**src/sv/slpt_pkg.sv**
```systemverilog
`default_nettype none

package slpt_pkg;

  localparam int unsigned LineDepthDef = 40;
  localparam int unsigned NumReadings  = 6;

  localparam logic [15:0] TimeoutRst = 16'd3000;
  localparam logic [15:0] ErrValue   = 16'hFFFF;

  // APB register indexes
  localparam logic RegTimeoutIdx = 1'b0;

  typedef enum logic {
    KindByte = 1'b0,
    KindTick = 1'b1
  } item_kind_e;

  typedef struct packed {
    item_kind_e  item_kind;
    logic [7:0]  byte_value;
  } in_word_t;

  typedef struct packed {
    logic [15:0] voltage_reading;
    logic [15:0] current_reading;
    logic [15:0] voltage_limit_reading;
    logic [15:0] current_limit_reading;
    logic [15:0] power_limit_reading;
    logic [15:0] status_reading;
    logic        poll_request;
    logic        timed_out;
  } out_word_t;

endpackage

`default_nettype wire

```
**src/sv/status_line_parser_with_timeout_core.sv**
```systemverilog
// Status line parser with poll timeout.
// Input channel (in_valid_i / in_stall_o, in_word_i): one word is either a
// received byte of the supply's ASCII status line or a millisecond tick.
// Bytes fill a line store; a line feed ends the line and marks it pending.
// Bytes never produce an output word.
// Output channel (out_valid_o / out_stall_i, out_word_o): every tick produces
// exactly one word holding the six readings after that tick, a poll request
// flag and a timeout flag.
// Timing: an accepted tick shows on out_word_o after its edge if the output
// register is free. One word per cycle (bytes or ticks) while not stalled.
// Stalls: the output register is backed by a one-entry skid register, so one
// more tick is taken while a result waits; in_stall_o rises only once the
// skid register is full and is a pure register output.
// Reset: line store, readings and counters clear, timeout_ticks returns to
// 3000, both channels come up empty.
// Config: APB register 0 (byte address 0) holds timeout_ticks in bits 15:0.
`default_nettype none

module status_line_parser_with_timeout_core
  import slpt_pkg::*;
#(
  parameter int unsigned LINE_DEPTH = LineDepthDef
) (
  input  wire logic        clk_i,
  input  wire logic        rst_ni,
  // input channel
  input  wire logic        in_valid_i,
  output      logic        in_stall_o,
  input  wire in_word_t    in_word_i,
  // output channel
  output      logic        out_valid_o,
  input  wire logic        out_stall_i,
  output      out_word_t   out_word_o,
  // APB config port
  input  wire logic        psel,
  input  wire logic        penable,
  input  wire logic        pwrite,
  input  wire logic [2:0]  paddr,
  input  wire logic [31:0] pwdata,
  output      logic [31:0] prdata,
  output      logic        pready
);

  localparam int unsigned PosW = $clog2(LINE_DEPTH + 1);
  localparam int unsigned IdxW = $clog2(LINE_DEPTH);
  localparam logic [PosW-1:0] DepthPos = PosW'(LINE_DEPTH);

  localparam logic [7:0] LfChar    = 8'h0A;
  localparam logic [7:0] CrChar    = 8'h0D;
  localparam logic [7:0] DigitBase = 8'h30;
  localparam logic [7:0] TagV = 8'h56;  // 'V'
  localparam logic [7:0] TagA = 8'h41;  // 'A'
  localparam logic [7:0] TagU = 8'h55;  // 'U'
  localparam logic [7:0] TagI = 8'h49;  // 'I'
  localparam logic [7:0] TagP = 8'h50;  // 'P'
  localparam logic [7:0] TagF = 8'h46;  // 'F'

  // ---------------------------------------------------------------------------
  // Config register
  // ---------------------------------------------------------------------------
  logic [15:0] timeout_q;
  logic        cfg_wr;

  assign pready = 1'b1;
  assign cfg_wr = psel && penable && pwrite && (paddr[2] == RegTimeoutIdx);

  always_ff @(posedge clk_i or negedge rst_ni) begin
    if (!rst_ni) begin
      timeout_q <= TimeoutRst;
    end else if (cfg_wr) begin
      timeout_q <= pwdata[15:0];
    end
  end

  always_comb begin
    prdata = '0;
    if (paddr[2] == RegTimeoutIdx) begin
      prdata = {16'd0, timeout_q};
    end
  end

  // ---------------------------------------------------------------------------
  // Handshake
  // ---------------------------------------------------------------------------
  logic      out_valid_q, skid_valid_q;
  out_word_t out_q, skid_q;
  logic      in_acc, byte_acc, tick_acc;

  assign in_stall_o = skid_valid_q;
  assign in_acc     = in_valid_i && !skid_valid_q;
  assign byte_acc   = in_acc && (in_word_i.item_kind == KindByte);
  assign tick_acc   = in_acc && (in_word_i.item_kind == KindTick);

  // ---------------------------------------------------------------------------
  // Line store: flops, each read at its fixed decode position
  // ---------------------------------------------------------------------------
  logic [7:0]      line_q [LINE_DEPTH];
  logic [PosW-1:0] wpos_q, wpos_d;
  logic            pending_q, pending_d;
  logic            store_full, store_we, is_lf;

  assign store_full = (wpos_q >= DepthPos);
  assign is_lf      = (in_word_i.byte_value == LfChar);
  // a line feed is stored too when there is room
  assign store_we   = byte_acc && !store_full;

  always_ff @(posedge clk_i or negedge rst_ni) begin
    if (!rst_ni) begin
      for (int i = 0; i < LINE_DEPTH; i++) begin
        line_q[i] <= '0;
      end
    end else if (store_we) begin
      line_q[wpos_q[IdxW-1:0]] <= in_word_i.byte_value;
    end
  end

  // ---------------------------------------------------------------------------
  // Tick handling: decode a pending line or run the idle counter
  // ---------------------------------------------------------------------------
  logic [7:0]  dig [LINE_DEPTH];
  logic [15:0] rd_q [NumReadings];
  logic [15:0] rd_d [NumReadings];
  logic [15:0] idle_q, idle_d;
  logic [16:0] idle_inc;
  logic        idle_over, line_ended, poll, tout;

  always_comb begin
    for (int i = 0; i < LINE_DEPTH; i++) begin
      dig[i] = line_q[i] - DigitBase;
    end
  end

  assign line_ended = (line_q[37] == CrChar) || (line_q[38] == CrChar);
  assign idle_inc   = {1'b0, idle_q} + 17'd1;
  assign idle_over  = idle_inc > {1'b0, timeout_q};

  always_comb begin
    wpos_d    = wpos_q;
    pending_d = pending_q;
    idle_d    = idle_q;
    poll      = 1'b0;
    tout      = 1'b0;
    for (int i = 0; i < NumReadings; i++) begin
      rd_d[i] = rd_q[i];
    end

    if (byte_acc) begin
      if (is_lf) begin
        wpos_d    = '0;
        pending_d = 1'b1;
      end else if (!store_full) begin
        wpos_d = wpos_q + PosW'(1);
      end
    end

    if (tick_acc) begin
      if (pending_q) begin
        poll      = 1'b1;
        pending_d = 1'b0;
        idle_d    = '0;
        if (line_ended) begin
          if (line_q[0] == TagV) begin
            rd_d[0] = 16'(dig[1]) * 16'd10000 + 16'(dig[2]) * 16'd1000
                    + 16'(dig[4]) * 16'd100   + 16'(dig[5]) * 16'd10;
          end
          if (line_q[6] == TagA) begin
            rd_d[1] = 16'(dig[7]) * 16'd1000 + 16'(dig[9]) * 16'd100
                    + 16'(dig[10]) * 16'd10  + 16'(dig[11]);
          end
          if (line_q[18] == TagU) begin
            rd_d[2] = 16'(dig[19]) * 16'd10 + 16'(dig[20]);
          end
          if (line_q[21] == TagI) begin
            rd_d[3] = 16'(dig[22]) * 16'd1000 + 16'(dig[24]) * 16'd100
                    + 16'(dig[25]) * 16'd10;
          end
          if (line_q[26] == TagP) begin
            rd_d[4] = 16'(dig[27]) * 16'd100 + 16'(dig[28]) * 16'd10
                    + 16'(dig[29]);
          end
          if (line_q[30] == TagF) begin
            rd_d[5] = 16'(dig[31]);
          end
        end
      end else if (idle_over) begin
        poll   = 1'b1;
        tout   = 1'b1;
        idle_d = '0;
        for (int i = 0; i < NumReadings; i++) begin
          rd_d[i] = ErrValue;
        end
      end else begin
        idle_d = idle_inc[15:0];
      end
    end
  end

  always_ff @(posedge clk_i or negedge rst_ni) begin
    if (!rst_ni) begin
      wpos_q    <= '0;
      pending_q <= 1'b0;
      idle_q    <= '0;
      for (int i = 0; i < NumReadings; i++) begin
        rd_q[i] <= '0;
      end
    end else begin
      wpos_q    <= wpos_d;
      pending_q <= pending_d;
      idle_q    <= idle_d;
      for (int i = 0; i < NumReadings; i++) begin
        rd_q[i] <= rd_d[i];
      end
    end
  end

  // ---------------------------------------------------------------------------
  // Result word, output register and skid register
  // ---------------------------------------------------------------------------
  out_word_t res;
  logic      out_load, out_valid_d, skid_valid_d;

  always_comb begin
    res.voltage_reading       = rd_d[0];
    res.current_reading       = rd_d[1];
    res.voltage_limit_reading = rd_d[2];
    res.current_limit_reading = rd_d[3];
    res.power_limit_reading   = rd_d[4];
    res.status_reading        = rd_d[5];
    res.poll_request          = poll;
    res.timed_out             = tout;
  end

  // output register may take a new word when empty or being drained
  assign out_load = !out_valid_q || !out_stall_i;

  always_comb begin
    out_valid_d  = out_valid_q;
    skid_valid_d = skid_valid_q;
    if (out_load) begin
      out_valid_d  = skid_valid_q || tick_acc;
      skid_valid_d = 1'b0;
    end else if (tick_acc) begin
      skid_valid_d = 1'b1;
    end
  end

  always_ff @(posedge clk_i or negedge rst_ni) begin
    if (!rst_ni) begin
      out_valid_q  <= 1'b0;
      skid_valid_q <= 1'b0;
    end else begin
      out_valid_q  <= out_valid_d;
      skid_valid_q <= skid_valid_d;
    end
  end

  always_ff @(posedge clk_i) begin
    if (out_load) begin
      out_q <= skid_valid_q ? skid_q : res;
    end else if (tick_acc) begin
      skid_q <= res;
    end
  end

  assign out_valid_o = out_valid_q;
  assign out_word_o  = out_q;

endmodule

`default_nettype wire

```
**config.mk**
```make
export PLATFORM = sky130hd
export DESIGN_NAME = status_line_parser_with_timeout_core
export DESIGN_NICKNAME = d
export VERILOG_FILES = /design/src/sv/slpt_pkg.sv /design/src/sv/status_line_parser_with_timeout_core.sv
export SDC_FILE = /design/constraint.sdc
export NUM_CORES = 1
export LEC_CHECK = 0
export BUFFER_PORTS_ARGS = -buffer_cell sky130_fd_sc_hd__buf_4
export CAP_MARGIN = 15
export CELL_PAD_IN_SITES_DETAIL_PLACEMENT = 0
export CELL_PAD_IN_SITES_GLOBAL_PLACEMENT = 1
export CORE_ASPECT_RATIO = 1.1
export CORE_MARGIN = 3
export CORE_UTILIZATION = 30
export DETAILED_ROUTE_END_ITERATION = 16
export PLACE_DENSITY_LB_ADDON = 0.1
export SYNTH_ARGS = -nofsm -noshare
export SYNTH_HDL_FRONTEND = slang
export SYNTH_SLANG_ARGS = --single-unit
```
**constraint.sdc**
```tcl
create_clock -name clk_i -period 10.9 [get_ports clk_i]
set_input_delay 0.545 -clock clk_i [delete_from_list [all_inputs] [get_ports clk_i]]
set_output_delay 0.545 -clock clk_i [all_outputs]
set_load 0.02 [all_outputs]
```
After elaboration in Yosys (flattened, before gate mapping)
Index checks and enable logic that the tools add are counted.
{ "word_totals": {"romBits": 0, "reg_bits": 653, "latch_bits": 0, "mem_count": 0, "ram_bits": 0} }
{ "op_classes": {"div_mod_pow": 0, "shifts": 0, "n_reduce_logical": 18, "eq_ne": 10, "order_cmp": 4, "muxes": 30, "multipliers": 13, "n_addsub": 30, "n_bitwise": 4} }
{ "op_table": {"columns": ["op", "count"], "rows": [
  ["96-bit two-way mux", 4],
  ["320-bit bitwise mux", 1],
  ["16-bit two-way mux", 9],
  ["8-bit by 6-bit subtractor with 8-bit output, second input constant", 17],
  ["98-bit two-way mux", 1],
  ["8-bit by 3-bit multiplier with 11-bit output, second input constant", 5],
  ["8-bit by 5-bit multiplier with 13-bit output, second input constant", 4],
  ["16-bit by 12-bit adder with 16-bit output", 3],
  ["16-bit by 15-bit adder with 16-bit output", 3],
  ["8-bit demux with 6-bit select", 1],
  ["8-bit by 7-bit == test with 1-bit output, second input constant", 6],
  ["8-bit by 7-bit multiplier with 13-bit output, second input constant", 3],
  ["16-bit by 8-bit adder with 16-bit output", 2],
  ["8-bit by 4-bit == test with 1-bit output, second input constant", 3],
  ["16-bit by 1-bit adder with 17-bit output, second input constant", 1],
  ["17-bit by 16-bit > comparator with 1-bit output", 1],
  ["15-bit by 12-bit adder with 16-bit output", 1],
  ["16-bit adder", 1],
  ["12-bit by 8-bit adder with 13-bit output", 1],
  ["8-bit by 10-bit multiplier with 12-bit output, second input constant", 1],
  ["6-bit two-way mux", 2],
  ["1-bit two-way mux", 11],
  ["1-bit logical AND", 8],
  ["8-bit two-way mux", 1],
  ["11 further kinds", 19]
]} }

Depth between registers and ports, before layout
{ "depth": {"word_depth": 10, "ltp_mapped": 26} }

Worst setup path after synthesis
OpenSTA, ideal clock, no wires.
{ "synth_timing": {"kind": "input -> register", "start": "input port out_stall_i", "end": "register skid_q[0] (netlist name), enable pin", "t_required_ns": 10.346, "arrival_ns": 7.124, "slack_ns": 3.221, "stages": 2, "path_cell_list": "nand2_1 > nor2_1"} }
{ "synth_via": {"elab_chain_len": 4} }
{ "synth_lines": {"columns": ["element", "line_no", "text"], "rows": [
  ["start: declaration", "status_line_parser_with_timeout_core.sv:32", "input wire logic out_stall_i,"],
  ["1-bit logical NOT", "status_line_parser_with_timeout_core.sv:234", "assign out_load = !out_valid_q || !out_stall_i;"],
  ["1-bit logical OR", "status_line_parser_with_timeout_core.sv:234", null],
  ["1-bit NOT (no line)", null, null],
  ["2-bit AND reduction (no line)", null, null],
  ["end signal: assignment", "status_line_parser_with_timeout_core.sv:261", "skid_q <= res;"],
  ["end: declaration", "status_line_parser_with_timeout_core.sv:86", "out_word_t out_q, skid_q;"]
]} }
Every way passes these cells.
A chain may end at the register's enable or synchronous reset.

==> reports/metrics.csv <==
stage;metric;value;unit
run_status;status;complete, no violations;
synthesis;Seq/Total Area, Yosys;42.3;%
timing;f_max;145;MHz
cts;worst-skew pair later-pin latency;630;ps
die;Initial Util;30.4;%
timing;RSZ-0062 raised after global routing;false;
worst_setup_path;Crit-path slowest cell;fa_1;
cts;Inserted Clock Buffers;69;
die;die width;326;um
cts;clk buf depth;3;
layout;layout cell share with drive strength beyond 1;17.4;%
worst_setup_path;Critical path buffers and inverters;5;
place;IO buf count;148;
timing;Hold Fails Final Rpt;0;
timing;Setup violations, final;0;
worst_setup_path;r2r endpoint;out_word_o[97];
routing;DR WL/cell;18.0;um
timing;skew final;23.8;ps
worst_setup_path;worst path arrival time;7290;ps
synthesis;fraction of registers with async set/reset;63.2;%
worst_setup_path;crit-path leading delay family;adder cells;
synthesis;Distinct cells, synth;75;
die;Die Y;358;um
worst_setup_path;R2R setup slack;3990;ps
worst_setup_path;Worst path max stage delay;550;ps
routing;vias after detailed routing;21500;
worst_setup_path;most frequent CP cell;inv_1;
worst_setup_path;crit start category;flip-flop;
layout;area grow syn2layout;15.0;%
worst_setup_path;worst-path fanout max;6;
die;die area;117000;um2
routing;first drt pass iteration count;5;
cts;H-tree levels;3;
place;placed instance area;36600;um2
die;Ports;184;
grt;global-route wire length before repair;133000;um
timing;TNS Setup;0;ps
timing;fin crit share;63.4;%
place;RePlAce Congestion;0.791;
worst_setup_path;Worst setup startpoint;line_q[300];
die;# rows;128;
cts;CTS tree;done;
place;hpwl dp;60100;um
cts;clock root cell;clkbuf_16;
routing;final WL;84200;um
routing;# DRC;0;
synthesis;Post-synth EDFFs;196;
routing;Routed Antenna Nets;0;
routing;initial drt markers;1116;
layout;fin area;38900;um2
synthesis;Ys Warns;0;
worst_setup_path;Setup crit end;out_word_o[97];
worst_setup_path;WS Path Type;flip-flop to flip-flop;
cts;setup bufs post-CTS;0;
timing;Pins Over Slew Limit;0;
worst_setup_path;worst r2r path cells;26;
routing;vias per cell;4.62;
timing;min cycle time layout;6910;ps
synthesis;Mean Syn Cell Area;11.5;um2
die;total core area;111000;um2
timing;Worst-Margin Slew;1170;ps
synthesis;Mapped Area;33800;um2
worst_setup_path;Stages on worst setup path;26;
timing;Slew headroom;19.7;%
layout;NumNets Final;3698;
grt;GR Util All Layers;14.6;%
hold_path;Hold Path Class;primary input to flip-flop;
cts;Worst-path clk slew;60;ps
synthesis;flops & latches, synth;533;
job;max cap viols;0;
synthesis;Gate Count Post-Synth;2951;
grt;antenna violations before repair;4;
synthesis;Post-synth top flop;dfrtp_1;
grt;vias in the first global route;23200;
grt;pin count of the biggest net entering global routing;168;
worst_setup_path;RR Startpoint;line_q[300];
grt;total gr overflow;0;
cts;CTS Sinks;533;
worst_setup_path;WP data required;11280;ps
worst_setup_path;Setup crit end kind;flip-flop;
==> cell usage after synthesis (30+ instances only) <==
cell type / number / share of area [%]
a21o_1: 44 / 0.98
a21oi_1: 106 / 1.6
clkbuf_1: 52 / 0.58
dfrtp_1: 330 / 24
edfxtp_1: 196 / 17
fa_1: 136 / 8.0
ha_1: 395 / 15
inv_1: 354 / 3.9
mux2_2: 249 / 8.3
nand2_1: 164 / 1.8
nand3_1: 32 / 0.47
nor2_1: 165 / 1.8
nor2b_1: 30 / 0.55
nor3_1: 77 / 1.1
o21ai_0: 65 / 0.96
o31ai_1: 48 / 1.1
xnor2_1: 115 / 3.0
xor2_1: 73 / 1.9
==> metrics by stage <==
step	setup slack, ps	std cells	hold slack, ps	util (%)
6_report	3990	4669	144	35.0
3_5_place_dp	3950	4537	487	32.9
2_1_floorplan	3220	2966	249	-
5_1_grt	3530	4668	110	35.0
3_3_place_gp	3940	4537	472	32.9
4_1_cts	3910	4665	83.9	35.0
==> final cells by class <==
type | instances | area, um2
inverters | 355 | 1330
repair buffers | 172 | 1320
clock buffers | 97 | 1950
multi-input cells | 1985 | 17800
clock inverters | 30 | 320
well taps | 1495 | 1870
diodes | 2 | 5.00
fillers | 11100 | 72400
flip-flops and latches | 533 | 14300
==> logic make-up (layout without fill, tap and decap cells) <==
logic type	count (synthesis)	in the layout	share of synthesized area, %
AOI/OAI and AO/OA	405	405	7.83
other	2	19	0.0222
DFF	533	533	42.3
xor gates and xnor gates	192	192	5.12
adders and majority gates	531	531	22.6
buffers and inverters	448	654	5.34
muxes	255	255	8.47
and+or+nand+nor	585	585	8.25
==> state kept, by name (all words and copies together), names as in the netlist <==
signal       count
line_q         200
out_word_o      98
skid_q          98
rd_q            96
idle_q          16
timeout_q       16
wpos_q           6
in_stall_o       1
out_valid_o      1
pending_q        1
==> metal layers <==
layer,up-vias,part of all wire [%],global-route usage (%)
met5,-,0,0
met4,0,1.9,3.95
met3,95,2.8,2.28
met2,227,50,25.7
met1,10700,46,18.7
li1,10500,-,-
==> worst register-to-register path: cells and delay by family (launching register included) <==
kind | cells | cell delay, ps
buffers and inverters | 5 | 380
multiplexers | 1 | 300
adder cells (fa/ha/maj) | 7 | 3060
XOR/XNOR | 8 | 1830
AO/OA/AOI/OAI | 5 | 640
flip-flops | 1 | 450
==> layout by cell type (no fill, tap or decap), types with 17 or more instances in the layout <==
cell type	synthesis	routed
and3_1	20	20
dfrtp_1	330	329
o21ai_0	65	65
o21a_1	22	22
nor2_1	165	164
nand4_1	23	23
a21o_1	44	44
inv_1	354	354
buf_4	17	168
clkbuf_1	52	18
edfxtp_1	196	196
a21oi_1	106	106
o31ai_1	48	48
nor2b_1	30	30
ha_1	395	395
fa_1	136	136
clkbuf_16	0	71
xor2_1	73	73
nand3_1	32	32
mux2_2	249	249
nor3_1	77	77
xnor2_1	115	115
nand2_1	164	163
nand2b_1	17	17
conb_1	2	17
a22oi_1	19	19
==> what timing repair did <==
action,in CTS,in global routing
hold buffers,1,0
resized for setup,0,0
setup endpoints to repair,0,0
endpoints found under the hold margin,60,0
==> worst min path at each step <==
stage                 from             to  slack, ps  cells past startpoint
5_1_grt         pwdata[15]  timeout_q[15]        110                      2
4_1_cts          pwdata[1]   timeout_q[1]         80                      2
6_report         pwdata[1]   timeout_q[1]        140                      2
3_3_place_gp      rd_q[61]       rd_q[61]        470                      2
2_1_floorplan       rst_ni      idle_q[0]        250                      0
3_5_place_dp   line_q[319]    line_q[319]        490                      1
Power is left out: the tool's default activity adds up to more than one toggle a clock period on the data nets, which glitch-free logic cannot reach.
